## config.mk

```make
export PLATFORM = sky130hd
export DESIGN_NAME = keypad_code_lock_controller
export DESIGN_NICKNAME = d
export VERILOG_FILES = /design/src/rtl/kcl_pkg.sv /design/src/rtl/kcl_in_reg.sv /design/src/rtl/kcl_core.sv /design/src/rtl/kcl_out_reg.sv /design/src/rtl/keypad_code_lock_controller.sv
export SDC_FILE = /design/constraint.sdc
export NUM_CORES = 1
export LEC_CHECK = 0
export ABC_CLOCK_PERIOD_IN_PS = 3700
export BUFFER_PORTS_ARGS = -buffer_cell sky130_fd_sc_hd__buf_2
export CORE_MARGIN = 1
export CORE_UTILIZATION = 38
export DETAILED_ROUTE_END_ITERATION = 8
export PLACE_DENSITY = 0.67
export SYNTH_ARGS = -nofsm -noshare
export SYNTH_HDL_FRONTEND = slang
export SYNTH_SLANG_ARGS = --single-unit
```

## constraint.sdc

```tcl
create_clock -name i_clk -period 3.7 [get_ports i_clk]
set_input_delay 0.185 -clock i_clk [delete_from_list [all_inputs] [get_ports i_clk]]
set_output_delay 0.185 -clock i_clk [all_outputs]
set_load 0.05 [all_outputs]
```

## src/rtl/kcl_pkg.sv

```systemverilog
// Shared types and constants for the keypad code lock controller.
// No dependencies; every other file imports this package.
`default_nettype none

package kcl_pkg;

    // Default sizes handed to the top-level parameters
    localparam int CODE_LENGTH_DEF = 4;
    localparam int TIMER_BITS_DEF  = 20;

    // Fixed field and register widths
    localparam int KEY_W    = 4;
    localparam int EVENT_W  = 4;
    localparam int DIGITS_W = 3;
    localparam int FAIL_W   = 4;
    localparam int TICKS_W  = 20;
    localparam int CFG_W    = 20;

    typedef logic [KEY_W-1:0]   t_key;
    typedef logic [FAIL_W-1:0]  t_fail;
    typedef logic [TICKS_W-1:0] t_ticks;

    // Command codes
    localparam logic CMD_KEY  = 1'b0;
    localparam logic CMD_TICK = 1'b1;

    // Keys with a menu meaning
    localparam t_key KEY_A = 4'd10;
    localparam t_key KEY_B = 4'd11;
    localparam t_key KEY_C = 4'd12;

    // Configuration register indexes
    localparam logic CFG_MAX_ATTEMPTS  = 1'b0;
    localparam logic CFG_LOCKOUT_TICKS = 1'b1;

    // Configuration reset values
    localparam t_fail  MAX_ATTEMPTS_RST  = 4'd3;
    localparam t_ticks LOCKOUT_TICKS_RST = 20'd30000;

    // Fail count saturation point
    localparam t_fail FAIL_MAX = 4'd15;

    typedef enum logic [2:0] {
        MODE_CLOSED  = 3'd0,
        MODE_UNLOCK  = 3'd1,
        MODE_CURRENT = 3'd2,
        MODE_NEW     = 3'd3,
        MODE_OPEN    = 3'd4,
        MODE_LOCKOUT = 3'd5
    } t_mode;

    typedef enum logic [EVENT_W-1:0] {
        EV_IGNORED  = 4'd0,
        EV_ENTER    = 4'd1,
        EV_CURRENT  = 4'd2,
        EV_DIGIT    = 4'd3,
        EV_GRANTED  = 4'd4,
        EV_WRONG    = 4'd5,
        EV_NEWCODE  = 4'd6,
        EV_CHANGED  = 4'd7,
        EV_CLOSING  = 4'd8,
        EV_LOCKED   = 4'd9,
        EV_UNLOCKED = 4'd10
    } t_event;

    // One input word
    typedef struct packed {
        logic command;
        t_key key_code;
    } t_item;

    // One result word
    typedef struct packed {
        t_event              event_res;
        logic                door_open;
        logic [DIGITS_W-1:0] digits_entered;
    } t_result;

endpackage

`default_nettype wire

```

## src/rtl/kcl_in_reg.sv

```systemverilog
// Input register stage of the keypad code lock controller.
// Depends on kcl_pkg for the input word type.
`default_nettype none

module kcl_in_reg import kcl_pkg::*; (
    input  wire   i_clk,
    input  wire   i_rst_n,
    input  wire   i_valid,
    output logic  o_stall,
    input  t_item i_item,
    input  wire   i_down_ready,
    output logic  o_fire,
    output t_item o_item
);

    logic  r_valid;
    t_item r_item;
    logic  accept;

    // Hold the word while the core cannot take it
    assign o_stall = r_valid && !i_down_ready;
    assign accept  = i_valid && !o_stall;
    assign o_fire  = r_valid && i_down_ready;
    assign o_item  = r_item;

    // Advance the valid flag
    always_ff @(posedge i_clk) begin
        if (!i_rst_n) begin
            r_valid <= 1'b0;
        end else if (accept) begin
            r_valid <= 1'b1;
        end else if (o_fire) begin
            r_valid <= 1'b0;
        end
    end

    // Capture the payload
    always_ff @(posedge i_clk) begin
        if (accept) begin
            r_item <= i_item;
        end
    end

endmodule

`default_nettype wire

```

## src/rtl/kcl_core.sv

```systemverilog
// Lock state, stored code, fail count and lockout timer, with the
// single-pass next-state and result logic. Depends on kcl_pkg.
`default_nettype none

module kcl_core import kcl_pkg::*; #(
    parameter int CODE_LENGTH = CODE_LENGTH_DEF,
    parameter int TIMER_BITS  = TIMER_BITS_DEF
) (
    input  wire              i_clk,
    input  wire              i_rst_n,
    input  wire              i_cfg_we,
    input  wire              i_cfg_index,
    input  wire [CFG_W-1:0]  i_cfg_data,
    input  wire              i_fire,
    input  t_item            i_item,
    output t_result          o_result
);

    localparam int CW = $clog2(CODE_LENGTH + 1);
    localparam int IW = (CODE_LENGTH > 1) ? $clog2(CODE_LENGTH) : 1;

    // Configuration registers
    t_fail  r_max_attempts;
    t_ticks r_lockout_ticks;

    // Lock state
    t_mode                 r_mode,  n_mode;
    logic [CW-1:0]         r_count, n_count;
    t_fail                 r_fail,  n_fail;
    logic [TIMER_BITS-1:0] r_timer, n_timer;
    t_key                  r_buf   [CODE_LENGTH];
    t_key                  r_code  [CODE_LENGTH];
    t_key                  n_code  [CODE_LENGTH];
    t_key                  entry_new [CODE_LENGTH];
    logic                  is_last;
    logic                  match;
    logic                  in_entry;
    t_event                event_res;

    // Configuration writes
    always_ff @(posedge i_clk) begin
        if (!i_rst_n) begin
            r_max_attempts  <= MAX_ATTEMPTS_RST;
            r_lockout_ticks <= LOCKOUT_TICKS_RST;
        end else if (i_cfg_we) begin
            if (i_cfg_index == CFG_MAX_ATTEMPTS) begin
                r_max_attempts <= i_cfg_data[FAIL_W-1:0];
            end else begin
                r_lockout_ticks <= i_cfg_data[TICKS_W-1:0];
            end
        end
    end

    // Entry with the current key dropped into its slot
    always_comb begin
        for (int i = 0; i < CODE_LENGTH; i++) begin
            entry_new[i] = (IW'(i) == r_count[IW-1:0]) ? i_item.key_code : r_buf[i];
        end
    end

    // Compare the completed entry with the stored code
    always_comb begin
        match = 1'b1;
        for (int i = 0; i < CODE_LENGTH; i++) begin
            if (entry_new[i] != r_code[i]) begin
                match = 1'b0;
            end
        end
    end

    assign is_last  = (r_count == CW'(CODE_LENGTH - 1));
    assign in_entry = (r_mode == MODE_UNLOCK) || (r_mode == MODE_CURRENT)
                   || (r_mode == MODE_NEW);

    // Next state
    always_comb begin
        n_mode  = r_mode;
        n_count = r_count;
        n_fail  = r_fail;
        n_timer = r_timer;
        n_code  = r_code;
        if (i_item.command == CMD_TICK) begin
            if (r_mode == MODE_LOCKOUT) begin
                if (r_timer <= TIMER_BITS'(1)) begin
                    n_timer = '0;
                    n_fail  = '0;
                    n_mode  = MODE_CLOSED;
                end else begin
                    n_timer = r_timer - TIMER_BITS'(1);
                end
            end
        end else begin
            case (r_mode)
                MODE_CLOSED: begin
                    if (i_item.key_code == KEY_A) begin
                        if (r_fail >= r_max_attempts) begin
                            n_mode  = MODE_LOCKOUT;
                            n_timer = TIMER_BITS'(r_lockout_ticks);
                        end else begin
                            n_mode  = MODE_UNLOCK;
                            n_count = '0;
                        end
                    end else if (i_item.key_code == KEY_B) begin
                        n_mode  = MODE_CURRENT;
                        n_count = '0;
                    end
                end
                MODE_OPEN: begin
                    if (i_item.key_code == KEY_C) begin
                        n_mode = MODE_CLOSED;
                    end
                end
                MODE_UNLOCK, MODE_CURRENT, MODE_NEW: begin
                    if (!is_last) begin
                        n_count = r_count + CW'(1);
                    end else begin
                        n_count = '0;
                        n_mode  = MODE_CLOSED;
                        if (r_mode == MODE_UNLOCK) begin
                            if (match) begin
                                n_mode = MODE_OPEN;
                            end else if (r_fail != FAIL_MAX) begin
                                n_fail = r_fail + FAIL_W'(1);
                            end
                        end else if (r_mode == MODE_CURRENT) begin
                            if (match) begin
                                n_mode = MODE_NEW;
                            end
                        end else begin
                            n_code = entry_new;
                        end
                    end
                end
                default: begin
                    n_mode = r_mode;
                end
            endcase
        end
    end

    // Result event
    always_comb begin
        event_res = EV_IGNORED;
        if (i_item.command == CMD_TICK) begin
            if (r_mode == MODE_LOCKOUT && r_timer <= TIMER_BITS'(1)) begin
                event_res = EV_UNLOCKED;
            end
        end else begin
            case (r_mode)
                MODE_CLOSED: begin
                    if (i_item.key_code == KEY_A) begin
                        event_res = (r_fail >= r_max_attempts) ? EV_LOCKED : EV_ENTER;
                    end else if (i_item.key_code == KEY_B) begin
                        event_res = EV_CURRENT;
                    end
                end
                MODE_OPEN: begin
                    if (i_item.key_code == KEY_C) begin
                        event_res = EV_CLOSING;
                    end
                end
                MODE_UNLOCK: begin
                    if (!is_last) begin
                        event_res = EV_DIGIT;
                    end else begin
                        event_res = match ? EV_GRANTED : EV_WRONG;
                    end
                end
                MODE_CURRENT: begin
                    if (!is_last) begin
                        event_res = EV_DIGIT;
                    end else begin
                        event_res = match ? EV_NEWCODE : EV_WRONG;
                    end
                end
                MODE_NEW: begin
                    event_res = is_last ? EV_CHANGED : EV_DIGIT;
                end
                default: begin
                    event_res = EV_IGNORED;
                end
            endcase
        end
    end

    assign o_result.event_res      = event_res;
    assign o_result.door_open      = (n_mode == MODE_OPEN);
    assign o_result.digits_entered = DIGITS_W'(n_count);

    // Advance the lock state
    always_ff @(posedge i_clk) begin
        if (!i_rst_n) begin
            r_mode  <= MODE_CLOSED;
            r_count <= '0;
            r_fail  <= '0;
            r_timer <= '0;
        end else if (i_fire) begin
            r_mode  <= n_mode;
            r_count <= n_count;
            r_fail  <= n_fail;
            r_timer <= n_timer;
        end
    end

    // Collect entry keys
    always_ff @(posedge i_clk) begin
        if (i_fire && in_entry && i_item.command == CMD_KEY) begin
            r_buf <= entry_new;
        end
    end

    // Stored code, reset to keys 1, 2, 3, ...
    for (genvar g = 0; g < CODE_LENGTH; g++) begin : g_code
        localparam t_key CODE_RST = KEY_W'((g + 1) % 10);
        always_ff @(posedge i_clk) begin
            if (!i_rst_n) begin
                r_code[g] <= CODE_RST;
            end else if (i_fire) begin
                r_code[g] <= n_code[g];
            end
        end
    end

endmodule

`default_nettype wire

```

## src/rtl/kcl_out_reg.sv

```systemverilog
// Result register stage of the keypad code lock controller.
// Depends on kcl_pkg for the result word type.
`default_nettype none

module kcl_out_reg import kcl_pkg::*; (
    input  wire     i_clk,
    input  wire     i_rst_n,
    input  wire     i_load,
    input  t_result i_result,
    output logic    o_ready,
    output logic    o_valid,
    input  wire     i_stall,
    output t_result o_result
);

    logic    r_valid;
    t_result r_result;

    // Take a new word when empty or when the held one leaves this cycle
    assign o_ready  = !r_valid || !i_stall;
    assign o_valid  = r_valid;
    assign o_result = r_result;

    always_ff @(posedge i_clk) begin
        if (!i_rst_n) begin
            r_valid <= 1'b0;
        end else if (i_load) begin
            r_valid <= 1'b1;
        end else if (!i_stall) begin
            r_valid <= 1'b0;
        end
    end

    // Hold the payload while stalled
    always_ff @(posedge i_clk) begin
        if (i_load) begin
            r_result <= i_result;
        end
    end

endmodule

`default_nettype wire

```

## src/rtl/keypad_code_lock_controller.sv

```systemverilog
// Top level of the keypad code lock controller: input register, lock core,
// result register. Depends on kcl_pkg, kcl_in_reg, kcl_core, kcl_out_reg.
//
//   channel   direction  handshake                 payload
//   input     in         i_in_valid / o_in_stall   i_command, i_key_code
//   result    out        o_out_valid / i_out_stall o_event_res, o_door_open,
//                                                  o_digits_entered
//   config    in         i_cfg_we                  i_cfg_index, i_cfg_data
//
// One word per cycle sustained while the result side does not stall. A word
// taken sits in the input register; the single-pass core loads its result into
// the result register, from which the result can leave. Reset is synchronous
// and active low; the stored code returns to 1,2,3,4 and the configuration to
// its defaults. A stall on the result side holds the result register and backs
// up into the input register.
`default_nettype none

module keypad_code_lock_controller import kcl_pkg::*; #(
    parameter int CODE_LENGTH = CODE_LENGTH_DEF,
    parameter int TIMER_BITS  = TIMER_BITS_DEF
) (
    input  wire                i_clk,
    input  wire                i_rst_n,
    input  wire                i_cfg_we,
    input  wire                i_cfg_index,
    input  wire [CFG_W-1:0]    i_cfg_data,
    input  wire                i_in_valid,
    output logic               o_in_stall,
    input  wire                i_command,
    input  wire [KEY_W-1:0]    i_key_code,
    output logic               o_out_valid,
    input  wire                i_out_stall,
    output logic [EVENT_W-1:0] o_event_res,
    output logic               o_door_open,
    output logic [DIGITS_W-1:0] o_digits_entered
);

    t_item   in_item;
    t_item   core_item;
    t_result core_result;
    t_result out_result;
    logic    fire;
    logic    out_ready;

    assign in_item.command  = i_command;
    assign in_item.key_code = i_key_code;

    kcl_in_reg u_in_reg (
        .i_clk        (i_clk),
        .i_rst_n      (i_rst_n),
        .i_valid      (i_in_valid),
        .o_stall      (o_in_stall),
        .i_item       (in_item),
        .i_down_ready (out_ready),
        .o_fire       (fire),
        .o_item       (core_item)
    );

    kcl_core #(
        .CODE_LENGTH (CODE_LENGTH),
        .TIMER_BITS  (TIMER_BITS)
    ) u_core (
        .i_clk       (i_clk),
        .i_rst_n     (i_rst_n),
        .i_cfg_we    (i_cfg_we),
        .i_cfg_index (i_cfg_index),
        .i_cfg_data  (i_cfg_data),
        .i_fire      (fire),
        .i_item      (core_item),
        .o_result    (core_result)
    );

    kcl_out_reg u_out_reg (
        .i_clk    (i_clk),
        .i_rst_n  (i_rst_n),
        .i_load   (fire),
        .i_result (core_result),
        .o_ready  (out_ready),
        .o_valid  (o_out_valid),
        .i_stall  (i_out_stall),
        .o_result (out_result)
    );

    assign o_event_res      = out_result.event_res;
    assign o_door_open      = out_result.door_open;
    assign o_digits_entered = out_result.digits_entered;

endmodule

`default_nettype wire

```

==> metrics.txt <==
FF-to-FF Start u_core.r_timer[0]; fmax 0.3547 GHz; CP arrival 3.00 ns; Core ar. 12820 um2; antenna diode count 0; area grow syn2layout 11.51%; Synth Cell Area roughly 5000 um2; grt met1 use 23.42%; GRT Residual Overflow 0; RSZ-0062 raised after global routing no; initial antenna violation count 0; clock-pin slew on the worst setup and hold paths 0.08 ns; crit share post-route 76.20%; Mapped Cells 574; yosys warns 0; worst r2r dst u_core.r_timer[3]; # IOs 41; FF-to-FF path depth 8; net switching fraction of the power 25.87%; Synth cell types 58; Yosys top cell by area dfxtp_1; Via density 5.328; critical path class register to register; min-delay worst type primary input to register; DR iter-0 viols 235; Psw 0.5957 mW; Final Hold Vio Count 0; critical path's largest stage delay 1.06 ns; Worst Tran Pin Value 1.178 ns; Max IR drop VDD between 0.15 and 0.2 mV; sequential element share of the synthesized area 45.54%; Clock Skew just over 0.008 ns; DRT antenna net count 0; layout cell share with drive strength beyond 1 14.26%; DRC 0; Slew headroom a little over a fifth; Die X 117.6 um; Root Buffer clkbuf_16; Combinational Power Share 8.1%; Placed Area 5355 um2; Data required, critical path 3.88 ns; post_cts resized 0; final core occ 44.15%; critical path, cell by cell inv_1, ha_1, nor2_1, nor4_1, a41o_1, nor2_1, o21ai_0, a21oi_1; slowest CP cell a41o_1; status finished, final reports clean; CP max FO 37; # setup viols final 0; CTS buffer count 9; WHS Endpoint u_in_reg.o_item[4]; Reg area 2312 um2; fin area 5662 um2; top cells by area, synth dfxtp_1, edfxtp_1, nand2_1; r2r setup slk 0.88 ns; Post-synth EDFFs 29; clk_lat worst skew around 0.35 ns; most common flop cell mapped by yosys dfxtp_1; # port buffers 40; PD cells 406.7 nW/um2; Worst Setup Start Kind register; Seq pwr share 51.8%; Int Power 1.707 mW; Final HPWL DP approximately 8 mm; total iterations of the first detailed-routing run 4; Leak Pwr 2.181 nW; Die H 117.6 um; CTS tree yes; fin crit period 2.820 ns; multi-input logic area 2504 um2; die area 13830 um2; hold path start i_command; Routed WL per cell 14.81 um; hold_ws between 0.009 and 0.01 ns; drt total wl 11.48 mm; clock buffer depth 2; GR Util All Layers 16.99%; cell family with most CP delay compound AO/OA/AOI/OAI gates; Clock Power Share 40.0%; Initial Util 39.59%; crit-path most repeated cell nor2_1; #FFs+latches synth 101; Setup TNS 0 ns; htree depth 3; total power 2.302 mW; # rows 41; WP buf/inv 1; routability cong. 0.8431; # Max-Cap Violations 0; Critical Path Sink Type register; largest net degree at the start of global routing 54; Slew Limit Fails 0; GRT busiest layer met2; Hold Path Depth 1; met2 usage 26.59%; syn avg cell area 8.846 um2; filler cell count around 1300; CTS sink count 101; top cell type's share of synthesized area 28.39%; Synth Net Count between 600 and 700; grt met3 use 2.713%; first-pass GRT wire length 19.07 mm; Vias between 4000 and 5000; vias in the first global route ~3900; Async S/R FF share, synth 0%; post-layout net count 640
-- cells in the mapped netlist, types with 12 or more instances --
master	count
a21oi_1	44
clkbuf_1	18
dfxtp_1	72
edfxtp_1	29
inv_1	25
nand2_1	79
nand3_1	12
nor2_1	63
nor2b_1	15
nor3_1	17
o211ai_1	12
o21ai_0	29
-- cell type report --
| class | count | area share [%] |
|---|---|---|
| Tap cell | 172 | 3.801 |
| Clock buffer | 9 | 3.978 |
| Inverter | 27 | 1.790 |
| Sequential cell | 101 | 40.84 |
| Timing Repair Buffer | 45 | 4.287 |
| Clock inverter | 7 | 1.083 |
| Multi-Input combinational cell | 414 | 44.22 |
-- cell families (layout without fill, tap and decap cells) --
group / after synthesis / after routing / synth area share, %
AND/OR/NAND/NOR: 239 / 239 / 24.08
AO/OA/AOI/OAI: 129 / 129 / 15.82
flip-flops: 101 / 101 / 45.54
buffers and inverters: 59 / 88 / 5.150
multiplexers: 19 / 19 / 3.943
XOR/XNOR: 16 / 16 / 2.760
adder cells (fa/ha/maj): 11 / 11 / 2.711
-- layout by cell type (no fill, tap or decap), types with 3 or more instances in the layout --
cell type | synthesis | routed
buf_2 | 8 | 40
buf_4 | 4 | 3
or2_2 | 4 | 4
nor2_1 | 63 | 63
mux2_2 | 8 | 8
ha_1 | 11 | 11
xor2_1 | 8 | 8
inv_1 | 25 | 25
xnor2_1 | 8 | 8
o32ai_1 | 7 | 7
nor4_1 | 9 | 9
o21ai_1 | 6 | 6
dfxtp_1 | 72 | 72
o22ai_1 | 3 | 3
o21ai_0 | 29 | 29
o211a_1 | 3 | 3
nor3_1 | 17 | 17
nand4_1 | 7 | 7
nor4_4 | 5 | 5
and3_1 | 3 | 3
nand2b_1 | 7 | 7
a211oi_1 | 7 | 7
nand3_1 | 12 | 12
nand2_1 | 79 | 79
mux2i_1 | 11 | 11
nor2b_1 | 15 | 15
edfxtp_1 | 29 | 29
o211ai_1 | 12 | 12
or3_1 | 5 | 5
a21oi_1 | 44 | 44
clkbuf_16 | 0 | 9
inv_6 | 0 | 6
-- flip-flops by register name (all words and copies together) (netlist names) --
register and flops:
u_out_reg.o_result 8, u_core.r_timer 20, u_core.r_max_attempts 4, u_core.r_count 3, u_core.r_fail 4, u_core.r_code 16
u_core.r_lockout_ticks 20, u_in_reg.r_valid 1, u_core.r_mode 3, u_core.r_buf 16, u_in_reg.o_item 5, u_out_reg.o_valid 1
-- metal layers --
layer,up-vias,part of all wire (%)
met3,14,4.6
met1,1937,48
met4,0,1.8
met2,110,45
li1,2068,-
met5,-,0
-- per-stage QoR --
step,setup WS [ns],cells
2_1_floorplan,1.438,574
3_3_place_gp,0.9947,757
3_5_place_dp,0.9356,757
4_1_cts,0.9165,774
5_1_grt,0.5691,775
6_report,0.8805,775
-- repair_timing --
item | 4_1_cts | 5_1_grt
buffers inserted | 0 | 0
hold buffers | 1 | 1
endpoints found under the hold margin | 1 | 1
-- worst max path at each step --
stage	start	end	slack (ns)	depth (start not counted)
after floorplan	u_core.r_count[0]	u_out_reg.o_result[3]	1.44	8
after global placement	u_core.r_timer[0]	u_core.r_timer[19]	0.99	8
after detailed placement	u_core.r_timer[0]	u_core.r_timer[15]	0.94	8
after CTS	u_core.r_timer[0]	u_core.r_timer[15]	0.92	8
after global routing	u_core.r_timer[0]	u_core.r_timer[19]	0.57	8
final	u_core.r_timer[0]	u_core.r_timer[3]	0.88	8
-- power by group through the flow --
stage,clock network [mW],registers (mW),logic (mW)
after floorplan,0,1.22,0.126
after global placement,0,1.22,0.181
after detailed placement,0,1.22,0.185
after CTS,0.936,1.19,0.186
after global routing,0.977,1.20,0.206
final,0.922,1.19,0.187
Power figures use the tool's default switching activity.
